`src/hdl/deq_pkg.sv`:
```
// Shared codes, commands and defaults for the double-ended queue core.
package deq_pkg;

    localparam int DEPTH_DEF     = 16;
    localparam int WORD_BITS_DEF = 32;
    localparam int OP_BITS       = 2;
    localparam int STATUS_BITS   = 2;

    typedef enum logic [OP_BITS-1:0] {
        OP_PUSH_BACK  = 2'd0,
        OP_PUSH_FRONT = 2'd1,
        OP_POP_BACK   = 2'd2,
        OP_POP_FRONT  = 2'd3
    } deq_op_t;

    typedef enum logic [STATUS_BITS-1:0] {
        ST_DONE  = 2'd0,
        ST_EMPTY = 2'd1,
        ST_FULL  = 2'd2
    } deq_status_t;

    // What every cell of one chain does on the next edge.
    typedef enum logic [1:0] {
        CMD_HOLD      = 2'd0,
        CMD_SHIFT_IN  = 2'd1,   // take the left neighbor's word, new word enters cell 0
        CMD_SHIFT_OUT = 2'd2,   // take the right neighbor's word, head leaves
        CMD_APPEND    = 2'd3    // the first free cell takes the new word
    } deq_cmd_t;

endpackage

```
`src/hdl/double_ended_queue_core.sv`:
```
// Top level of the double-ended queue core: control, fill count and result register.
//
// A bounded deque of DEPTH signed words. Each item on the slave stream asks for
// one operation (push back, push front, pop back, pop front) and gives exactly one
// item on the master stream: the front and back words after the operation, the
// entry count and a status (done, pop on empty, push on full). An empty deque
// reads all ones (-1) at both ends. Storage is two mirrored rows of cells: the
// front row keeps the front word in its first cell, the back row keeps the same
// words in reverse order with the back word in its first cell. Every operation
// either shifts a whole row by one cell or drops a word into the first free cell.
// One item is accepted per cycle while the result slot is free or being emptied:
// the result is registered and shows in the cycle after acceptance, and a new item
// is taken in the same cycle the pending result is taken. No clearing pass is
// needed after reset; cells beyond the count are never shown.
module double_ended_queue_core #(
    parameter int DEPTH     = deq_pkg::DEPTH_DEF,
    parameter int WORD_BITS = deq_pkg::WORD_BITS_DEF,
    localparam int CW       = $clog2(DEPTH + 1),
    localparam int IN_W     = ((deq_pkg::OP_BITS + WORD_BITS + 7) / 8) * 8,
    localparam int OUT_W    = ((2 * WORD_BITS + CW + deq_pkg::STATUS_BITS + 7) / 8) * 8
) (
    input  logic             clk,
    input  logic             rst_n,
    input  logic             s_tvalid,
    output logic             s_tready,
    input  logic [IN_W-1:0]  s_tdata,   // op, value
    output logic             m_tvalid,
    input  logic             m_tready,
    output logic [OUT_W-1:0] m_tdata    // front_value, back_value, count, status
);

    localparam logic [CW-1:0] FULL_COUNT = CW'(DEPTH);

    deq_pkg::deq_op_t     op;
    logic [WORD_BITS-1:0] value;
    logic                 accept_in;

    logic [CW-1:0]        count_reg;
    logic [CW-1:0]        count_next;
    deq_pkg::deq_status_t status_reg;
    deq_pkg::deq_status_t status_next;
    logic                 valid_reg;
    logic                 valid_next;

    deq_pkg::deq_cmd_t    sel_front;
    deq_pkg::deq_cmd_t    sel_back;
    deq_pkg::deq_cmd_t    cmd_front;
    deq_pkg::deq_cmd_t    cmd_back;

    logic [WORD_BITS-1:0] front_head;
    logic [WORD_BITS-1:0] back_head;
    logic [WORD_BITS-1:0] front_value;
    logic [WORD_BITS-1:0] back_value;
    logic                 is_empty;
    logic                 is_full;

    // unpack the request
    assign op    = deq_pkg::deq_op_t'(s_tdata[deq_pkg::OP_BITS-1:0]);
    assign value = s_tdata[deq_pkg::OP_BITS +: WORD_BITS];

    // take a new item whenever the result slot is free or being emptied
    assign s_tready  = !valid_reg || m_tready;
    assign accept_in = s_tvalid && s_tready;

    assign is_empty = (count_reg == '0);
    assign is_full  = (count_reg == FULL_COUNT);

    // decode the operation into row commands, count and status
    always_comb
    begin
        sel_front   = deq_pkg::CMD_HOLD;
        sel_back    = deq_pkg::CMD_HOLD;
        count_next  = count_reg;
        status_next = deq_pkg::ST_DONE;
        case (op)
            deq_pkg::OP_PUSH_BACK:
            begin
                if (is_full)
                begin
                    status_next = deq_pkg::ST_FULL;
                end
                else
                begin
                    sel_front  = deq_pkg::CMD_APPEND;
                    sel_back   = deq_pkg::CMD_SHIFT_IN;
                    count_next = count_reg + CW'(1);
                end
            end
            deq_pkg::OP_PUSH_FRONT:
            begin
                if (is_full)
                begin
                    status_next = deq_pkg::ST_FULL;
                end
                else
                begin
                    sel_front  = deq_pkg::CMD_SHIFT_IN;
                    sel_back   = deq_pkg::CMD_APPEND;
                    count_next = count_reg + CW'(1);
                end
            end
            deq_pkg::OP_POP_BACK:
            begin
                if (is_empty)
                begin
                    status_next = deq_pkg::ST_EMPTY;
                end
                else
                begin
                    // front row just loses its tail through the count
                    sel_back   = deq_pkg::CMD_SHIFT_OUT;
                    count_next = count_reg - CW'(1);
                end
            end
            deq_pkg::OP_POP_FRONT:
            begin
                if (is_empty)
                begin
                    status_next = deq_pkg::ST_EMPTY;
                end
                else
                begin
                    sel_front  = deq_pkg::CMD_SHIFT_OUT;
                    count_next = count_reg - CW'(1);
                end
            end
            default:
            begin
                status_next = deq_pkg::ST_DONE;
            end
        endcase
    end

    // rows only move on an accepted item
    assign cmd_front = accept_in ? sel_front : deq_pkg::CMD_HOLD;
    assign cmd_back  = accept_in ? sel_back  : deq_pkg::CMD_HOLD;

    always_comb
    begin
        valid_next = valid_reg;
        if (accept_in)
        begin
            valid_next = 1'b1;
        end
        else if (m_tready)
        begin
            valid_next = 1'b0;
        end
    end

    always_ff @(posedge clk or negedge rst_n)
    begin
        if (!rst_n)
        begin
            count_reg  <= '0;
            status_reg <= deq_pkg::ST_DONE;
            valid_reg  <= 1'b0;
        end
        else
        begin
            valid_reg <= valid_next;
            if (accept_in)
            begin
                count_reg  <= count_next;
                status_reg <= status_next;
            end
        end
    end

    // front row: front word in cell 0
    deq_chain #(
        .DEPTH     (DEPTH),
        .WORD_BITS (WORD_BITS),
        .CW        (CW)
    ) u_front_row (
        .clk   (clk),
        .cmd   (cmd_front),
        .count (count_reg),
        .value (value),
        .head  (front_head)
    );

    // back row: same words reversed, back word in cell 0
    deq_chain #(
        .DEPTH     (DEPTH),
        .WORD_BITS (WORD_BITS),
        .CW        (CW)
    ) u_back_row (
        .clk   (clk),
        .cmd   (cmd_back),
        .count (count_reg),
        .value (value),
        .head  (back_head)
    );

    // heads hold still while the result waits, since rows move only on accept
    assign front_value = is_empty ? '1 : front_head;
    assign back_value  = is_empty ? '1 : back_head;

    assign m_tvalid = valid_reg;
    assign m_tdata  = OUT_W'({status_reg, count_reg, back_value, front_value});

    // count never runs past the capacity
    a_count_bound: assert property (@(posedge clk) disable iff (!rst_n)
        count_reg <= FULL_COUNT)
        else $error("deque count above capacity");

    // a rejected push leaves the count alone
    a_full_hold: assert property (@(posedge clk) disable iff (!rst_n)
        accept_in && is_full && (op == deq_pkg::OP_PUSH_BACK || op == deq_pkg::OP_PUSH_FRONT)
        |=> $stable(count_reg) && status_reg == deq_pkg::ST_FULL)
        else $error("push on full deque changed the count");

    // a good push grows the count by one
    a_push_grow: assert property (@(posedge clk) disable iff (!rst_n)
        accept_in && !is_full && (op == deq_pkg::OP_PUSH_BACK || op == deq_pkg::OP_PUSH_FRONT)
        |=> count_reg == $past(count_reg) + CW'(1))
        else $error("push did not advance the count");

    // every accepted item leaves a result
    a_result_follows: assert property (@(posedge clk) disable iff (!rst_n)
        accept_in |=> m_tvalid)
        else $error("accepted item produced no result");

    // an empty report comes only with an empty deque
    a_empty_status: assert property (@(posedge clk) disable iff (!rst_n)
        m_tvalid && status_reg == deq_pkg::ST_EMPTY |-> count_reg == '0)
        else $error("empty status with entries held");

endmodule

```
`src/hdl/deq_cell.sv`:
```
// One storage cell of a deque chain: holds one word and trades it with its neighbors.
module deq_cell #(
    parameter int WORD_BITS = deq_pkg::WORD_BITS_DEF,
    parameter int CW        = 5,
    parameter int IDX       = 0
) (
    input  logic                 clk,
    input  deq_pkg::deq_cmd_t    cmd,
    input  logic [CW-1:0]        count,
    input  logic [WORD_BITS-1:0] value,
    input  logic [WORD_BITS-1:0] left_data,
    input  logic [WORD_BITS-1:0] right_data,
    output logic [WORD_BITS-1:0] data
);

    localparam logic [CW-1:0] SLOT = CW'(IDX);

    logic [WORD_BITS-1:0] data_reg;
    logic [WORD_BITS-1:0] data_next;

    always_comb
    begin
        data_next = data_reg;
        case (cmd)
            deq_pkg::CMD_HOLD:      data_next = data_reg;
            deq_pkg::CMD_SHIFT_IN:  data_next = left_data;
            deq_pkg::CMD_SHIFT_OUT: data_next = right_data;
            deq_pkg::CMD_APPEND:
            begin
                // first free slot sits at index count
                if (count == SLOT)
                begin
                    data_next = value;
                end
            end
            default:                data_next = data_reg;
        endcase
    end

    always_ff @(posedge clk)
    begin
        data_reg <= data_next;
    end

    assign data = data_reg;

endmodule

```
`src/hdl/deq_chain.sv`:
```
// A row of deque cells with its head at cell 0; words move one cell per cycle while the row shifts.
module deq_chain #(
    parameter int DEPTH     = deq_pkg::DEPTH_DEF,
    parameter int WORD_BITS = deq_pkg::WORD_BITS_DEF,
    parameter int CW        = 5
) (
    input  logic                 clk,
    input  deq_pkg::deq_cmd_t    cmd,
    input  logic [CW-1:0]        count,
    input  logic [WORD_BITS-1:0] value,
    output logic [WORD_BITS-1:0] head
);

    logic [WORD_BITS-1:0] cell_data [DEPTH];

    for (genvar i = 0; i < DEPTH; i++)
    begin : g_cell
        logic [WORD_BITS-1:0] left_w;
        logic [WORD_BITS-1:0] right_w;

        if (i == 0)
        begin : g_first
            assign left_w = value;
        end
        else
        begin : g_mid_l
            assign left_w = cell_data[i-1];
        end

        if (i == DEPTH - 1)
        begin : g_last
            assign right_w = cell_data[i];
        end
        else
        begin : g_mid_r
            assign right_w = cell_data[i+1];
        end

        deq_cell #(
            .WORD_BITS (WORD_BITS),
            .CW        (CW),
            .IDX       (i)
        ) u_cell (
            .clk        (clk),
            .cmd        (cmd),
            .count      (count),
            .value      (value),
            .left_data  (left_w),
            .right_data (right_w),
            .data       (cell_data[i])
        );
    end

    assign head = cell_data[0];

endmodule
```
`config.mk`:
```
export PLATFORM = sky130hd
export DESIGN_NAME = double_ended_queue_core
export DESIGN_NICKNAME = d
export VERILOG_FILES = /design/src/hdl/deq_pkg.sv /design/src/hdl/double_ended_queue_core.sv /design/src/hdl/deq_cell.sv /design/src/hdl/deq_chain.sv
export SDC_FILE = /design/constraint.sdc
export NUM_CORES = 1
export LEC_CHECK = 0
export BUFFER_PORTS_ARGS = -buffer_cell sky130_fd_sc_hd__buf_4
export CORE_AREA = 10 10 338 340
export DETAILED_ROUTE_END_ITERATION = 7
export DIE_AREA = 0 0 348 350
export PLACE_DENSITY = 0.56
export SYNTH_ARGS = -nofsm -noshare
export SYNTH_HDL_FRONTEND = slang
export SYNTH_SLANG_ARGS = --single-unit
```
`constraint.sdc`:
```
create_clock -name clk -period 6.59 [get_ports clk]
set_input_delay 0.659 -clock clk [delete_from_list [all_inputs] [get_ports clk]]
set_output_delay 0.659 -clock clk [all_outputs]
set_load 0.02 [all_outputs]
```
### Yosys cells after proc, flatten, opt, wreduce, memory -nomap -nowiden

Cells that the tools add are included.

* bits of input ports: 44
* bits in registers: 1032
* memory bits (writable): 0
* memories kept: 0
* latch bits: 0
* bits in read-only memories: 0
* word-level logic and storage cells: 210
* output and inout bits: 74

* magnitude comparators: 0
* add/subtract/negate cells: 2
* bitwise logic cells: 4
* div/mod/pow operators: 0
* reduce and logical (&&, ||, !) cells: 45
* multiply operators: 0
* shifts and indexed selects: 0
* muxes and demuxes: 65
* equal/unequal tests: 59

Operator list (count)
* 32-bit case mux with 3 select lines: 30
* 32-bit two-way mux: 18
* 32-bit case mux with 2 select lines: 2
* 2-bit AND reduction: 32
* 5-bit by 4-bit == test with 1-bit output, second input constant: 8
* 2-bit inequality test, second input constant: 19
* 2-bit by 1-bit inequality test with 1-bit output, second input constant: 15
* 5-bit by 3-bit == test with 1-bit output, second input constant: 4
* 2-bit == test, second input constant: 6
* 2-bit case mux with 3 select lines: 2
* 5-bit by 2-bit == test with 1-bit output, second input constant: 2
* 2-bit two-way mux: 5
* 5-bit two-way mux: 2
* 5-bit case mux with 2 select lines: 1
* 2-bit OR reduction: 4
* 2-bit by 1-bit == test with 1-bit output, second input constant: 3
* 2-bit logical NOT: 3
* 5-bit by 1-bit adder with 5-bit output, second input constant: 1
* 5-bit by 1-bit == test with 1-bit output, second input constant: 1
* 5-bit == test, second input constant: 1
* 5-bit logical NOT: 1
* 5-bit by 1-bit subtractor with 5-bit output, second input constant: 1
* 1-bit two-way mux: 4
* 1-bit inverter: 4
* other kinds (6): 6

### Depth between registers and ports, before layout

* depth in word-level cells: 8
* depth in mapped cells: 11
* gate-level depth less buffers: 6

### Cells and area by module

A second synthesis with hierarchy kept.

* cells, all modules: 4708
* area total of the unflattened synthesis: 55492.0 µm²

Modules (own cells, without submodules)
* deq_cell at u_back_row.g_cell[10].u_cell ...: times used 10, area an instance 1702.9 µm², sequential area each 960.9 µm², cells each 143
* deq_cell at u_back_row.g_cell[11].u_cell ...: times used 8, area an instance 1700.4 µm², sequential area each 960.9 µm², cells each 143
* deq_cell at u_back_row.g_cell[1].u_cell ...: times used 4, area an instance 1705.4 µm², sequential area each 960.9 µm², cells each 143
* deq_cell at u_back_row.g_cell[4].u_cell ...: times used 4, area an instance 1700.4 µm², sequential area each 960.9 µm², cells each 142
* deq_cell at u_back_row.g_cell[3].u_cell ...: times used 2, area an instance 1696.6 µm², sequential area each 960.9 µm², cells each 143
* deq_cell at u_back_row.g_cell[15].u_cell ...: times used 2, area an instance 1692.9 µm², sequential area each 960.9 µm², cells each 143
* deq_cell at u_front_row.g_cell[0].u_cell: times used 1, area an instance 1699.1 µm², sequential area each 960.9 µm², cells each 143
* deq_cell at u_back_row.g_cell[0].u_cell: times used 1, area an instance 1681.6 µm², sequential area each 960.9 µm², cells each 142
* double_ended_queue_core: times used 1, area an instance 1077.3 µm², sequential area each 200.2 µm², cells each 137

### Worst setup path after synthesis

OpenSTA, ideal clock, no wires.

* path type: reg2reg
* start point: register count_reg[0]
* end point: register u_back_row.g_cell[15].u_cell.data_reg[0], enable pin
* setup time: 0.461 ns
* path buffers: 4
* arrival: 4.238 ns
* stages on the path, launching flop included: 10
* setup slack: 1.891 ns
* period minus slack after synthesis: 4.699 ns
* data required time: 6.129 ns
* path through: dfrtp_1 -> inv_1 -> ha_1 -> and4bb_1 -> buf_4 -> or2_0 -> clkbuf_1 -> clkbuf_1 -> clkbuf_1 -> nor3_1

* word-level cells in the longest chain between the ends: 8
* elaborated cells between the ends (all ways): 15
* those cells by class: 5 x eq/ne; 5 x mux; 1 x bitwise; 4 x reduce/logical

Ends and longest elaborated chain
* start, declared: RTL line double_ended_queue_core.sv:38 `logic [CW-1:0] count_reg;`
* start signal, assigned: RTL line double_ended_queue_core.sv:164 `count_reg <= count_next;`
* 5-bit == test / 5-bit logical NOT (equally long branches): RTL line double_ended_queue_core.sv:66, double_ended_queue_core.sv:65
* 2-bit two-way mux (tied with other cells): RTL line double_ended_queue_core.sv:91 `if (is_full)`
* 2-bit case mux with 3 select lines: RTL line double_ended_queue_core.sv:75 `case (op)`
* 2-bit two-way mux: RTL line double_ended_queue_core.sv:136 `assign cmd_back = accept_in ? sel_back : deq_pkg::CMD_HOLD;`
* 2-bit == test / 2-bit logical NOT (equally long branches): RTL line deq_cell.sv:24 `case (cmd)`
* 2-bit OR reduction (no source line)
* 1-bit inverter (no source line)
* 2-bit AND reduction (no source line) (*)
* end signal, assigned: RTL line deq_cell.sv:42 `data_reg <= data_next;`
* end, declared: RTL line deq_cell.sv:18 `logic [WORD_BITS-1:0] data_reg;`

Mark *: on every way between the ends. The rest lies on a longest branch, timed or not.
A chain may end at the register's enable or synchronous reset.

### Final worst setup path

* start point: register count_reg[1]
* end point: register u_front_row.g_cell[15].u_cell.data_reg[0], data pin

* word-level cells in the longest chain between the ends: 6
* elaborated cells between the ends (all ways): 10
* those cells by class: 3 x eq/ne; 6 x mux; 1 x reduce/logical

Ends and longest elaborated chain
* 5-bit == test / 5-bit logical NOT (equally long branches): RTL line double_ended_queue_core.sv:66, double_ended_queue_core.sv:65
* 1-bit two-way mux (tied with other cells): RTL line double_ended_queue_core.sv:91
* 2-bit case mux with 3 select lines (*): RTL line double_ended_queue_core.sv:75
* 2-bit two-way mux (*): RTL line double_ended_queue_core.sv:135 `assign cmd_front = accept_in ? sel_front : deq_pkg::CMD_HOLD;`
* 2-bit == test / 2-bit by 1-bit == test with 1-bit output (equally long branches): RTL line deq_cell.sv:24
* 32-bit case mux with 2 select lines (*): RTL line deq_cell.sv:24
* via u_front_row.g_cell[15].u_cell.data_next[0]: RTL line deq_cell.sv:19 `logic [WORD_BITS-1:0] data_next;`
* end signal, assigned: RTL line deq_cell.sv:42
* end, declared: RTL line deq_cell.sv:18

The timed path passes the listed nets; every way through them passes the cells marked *.

==> run_results.csv <==
group,metric,value,unit
die,dieArea,122000,sq um
clock_tree,cts_repair_resize_count,0,
sta,fin_hold_ws,244,ps
synthesis,syn_area_per_cell,10.8,sq um
synthesis,yosysWarnings,0,
critical_path,worstPathRequired,7040,ps
sta,rsz0062_at_grt,"no",
placement,gp_congestion,0.786,
drt,wl_met2,63900,um
synthesis,yosysUniqueCellTypes,42,
clock_tree,cts.sinks,1032,
critical_path,cp-start-kind,"flop",
finish,fillers,9815,
drt,drc,0,
run_status,status,"completed",
clock_tree,cts_tree,"done",
synthesis,ys_ff_latch,1032,
sta,period_share,78.6,%
critical_path,cp_common_cell,"buf_4",
critical_path,arrival,5630,ps
clock_tree,numCtsBuffers,110,
critical_path,cp_num_cells,8,
sta,final_hold_viol_count,0,
critical_path,path_delay_family,"buffers and inverters",
finish,layout-drive-gt1-share,11.9,%
critical_path,r2r_cells,8,
drt,vias,34190,
finish,syn_to_final_growth,11.7,%
hold_path,holdPathEnd,"m_tvalid$_DFFE_PN0P_",
critical_path,crit_type,"flop to flop",
grt,grt_pass1_wl,204000,um
clock_tree,path_clk_slew,60,ps
drt,dr.first_iter.drc_count,3918,
die,io_pins,118,
die,initial_core_util,44.6,%
sta,slew_violations,0,
drt,wl_met3,8650,um
finish,final_cell_mix,"edfxtp_1 (1024), nand2_1 (908), a21oi_1 (898)",
synthesis,synthCells,4462,
synthesis,seq_area_frac_synth,64.4,%
critical_path,path_cells,"inv_1, ha_1, and4bb_4, or2_4, buf_4, or3_2, buf_4, mux2_2",
sta,tightest_slew,1440,ps
hold_path,min_from,"s_tvalid",
finish,fin_cells,5855,
critical_path,max_stage_delay,920,ps
drt,dr.pass1.iters,6,
hold_path,hp-class,"primary input to flop",
placement,dpl.cell_count,5652,
grt,antenna_found_initial,5,
critical_path,crit_fanout,98,
clock_tree,clk_latency,710,ps
sta,max_freq,193,MHz
job,drv_cap,0,
grt,grt_pass1_vias,31210,
finish,fin_nets,4401,
clock_tree,clockBufferDepth,3,
critical_path,reg2reg_from,"count_reg[1]$_DFFE_PN0P_",
sta,finalClockSkew,29.3,ps
critical_path,cp_num_buf_inv,3,
power_and_ir_drop,peakVddDrop,0.211,mV
power_and_ir_drop,p_per_area,328,nW/um^2
hold_path,holdPathStages,2,
grt,grt.total_usage,22.0,%
critical_path,crit_slowest_cell,"buf_4",
critical_path,crit_path_end_kind,"flop",
grt,grt_max_degree,266,
drt,m1WireLength,61200,um
drt,routedWlPerCell,23.8,um
die,rows,121,
die,die_y,350,um
clock_tree,cts_max_level,3,
drt,via_per_inst,5.84,
synthesis,synth_fp_nets,4512,
critical_path,r2r-end,"u_front_row.g_cell[15].u_cell.data[0]$_DFFE_PP_",
sta,finalSetupTns,0,ps
die,coreArea,108000,sq um
sta,relSlewSlack,3.45,%
critical_path,r2r_slack,1410,ps
drt,totalWireLength,139000,um
power_and_ir_drop,power_leakage,19.1,nW
sta,setup_violations,0,
sta,finalCriticalPeriod,5180,ps
finish,final_common_cell,"edfxtp_1",
drt,routed.top_layer,"met5",
drt,detail-route-antenna-nets,0,
die,dieWidth,348,um
placement,hpwlAfterDp,80300,um
finish,final_util,49.8,%
grt,grt-ovfl-total,0,
clock_tree,cts-root-buf,"clkbuf_16",
synthesis,syn_area,48000,sq um
placement,io_buffers,110,
[metal layers]
layer / global-route usage, % / up-vias
met5: 0 / -
met4: 8.81 / 4
met3: 3.58 / 218
met2: 34.4 / 1068
met1: 30.6 / 16892
li1: - / 16008
[cell families after synthesis]
kind of cell	share of synthesized area, %
buf+inv	3.59
compound gates	19.2
other cells	0.00781
simple gates	9.22
xor+xnor	0.109
flops	64.4
mux	3.26
fa+ha+maj	0.156
[through the flow]
step | instance area (sq um) | power, W | setup slack (ps)
3_3_place_gp | 50200 | 0.0116 | 1470
2_1_floorplan | 48000 | 0.0104 | 1890
3_5_place_dp | 50200 | 0.0116 | 1470
4_1_cts | 53700 | 0.0177 | 1450
5_1_grt | 53700 | 0.0184 | 1170
6_report | 53700 | 0.0176 | 1410
[area by class of cell]
class                           count  area, sq um  area share, %
Sequential cell                  1032        30900           57.7
Multi-Input combinational cell   3024        16000           29.8
Clock buffer                      136         2870           5.35
Tap cell                         1414         1770           3.30
Timing Repair Buffer              180         1470           2.73
Clock inverter                     64          617           1.15
Inverter                            3         11.3         0.0210
Antenna cell                        2         5.00        0.00933
[power breakdown]
| group | internal [W] | total (W) | switching (W) | leakage, nW |
|---|---|---|---|---|
| clock network | 0.00348 | 0.00612 | 0.00265 | 1.69 |
| registers | 0.00818 | 0.00855 | 0.000365 | 9.65 |
| logic | 0.000871 | 0.00295 | 0.00208 | 7.73 |
| total | 0.0125 | 0.0176 | 0.00509 | 19.1 |
[synth_stat cells, drive strengths merged]
master,count,area share (%)
a21o,2,0.031
a21oi,928,9.7
a221oi,1,0.018
a22o,2,0.036
a41oi,1,0.018
and3,1,0.013
and4bb,1,0.026
buf,159,1.7
clkbuf,244,1.9
conb,1,0.0078
dfrtp,8,0.42
edfxtp,1024,64
ha,6,0.16
inv,3,0.023
mux2,128,3.2
mux2i,1,0.021
nand2,908,7.1
nand2b,66,0.86
nand3,6,0.063
nand3b,1,0.016
nand4b,1,0.018
nor2,13,0.10
nor2b,6,0.078
nor3,4,0.042
nor3b,32,0.83
o2111ai,2,0.036
o211ai,1,0.016
o21ai,898,9.4
o22ai,2,0.026
o41ai,1,0.018
or2,1,0.013
or3,2,0.026
or3b,1,0.018
or4b,1,0.021
xnor2,3,0.055
xor2,3,0.055
[worst max path at each step]
stage	from	to	slack, ps
floorplan	count_reg[0]$_DFFE_PN0P_	u_back_row.g_cell[15].u_cell.data[0]$_DFFE_PP_	1890
detailed placement	count_reg[1]$_DFFE_PN0P_	u_front_row.g_cell[15].u_cell.data[0]$_DFFE_PP_	1470
finish	count_reg[1]$_DFFE_PN0P_	u_front_row.g_cell[15].u_cell.data[0]$_DFFE_PP_	1410
global route	count_reg[1]$_DFFE_PN0P_	u_front_row.g_cell[15].u_cell.data[0]$_DFFE_PP_	1170
global placement	count_reg[1]$_DFFE_PN0P_	u_front_row.g_cell[15].u_cell.data[0]$_DFFE_PP_	1470
CTS	count_reg[1]$_DFFE_PN0P_	u_front_row.g_cell[15].u_cell.data[0]$_DFFE_PP_	1450
[worst register-to-register path, delay by kind of cell (launching register included)]
family	cells	cell delay (ps)
muxes	1	440
DFF	1	460
buffers and inverters	3	1840
adders and majority gates	1	300
and+or+nand+nor	3	1890
[timing repair]
action / CTS / global route
hold buffers: 1 / 0
buffers inserted: 0 / 0
hold endpoints to repair: 8 / 0
(Power assumes the default switching activity.)
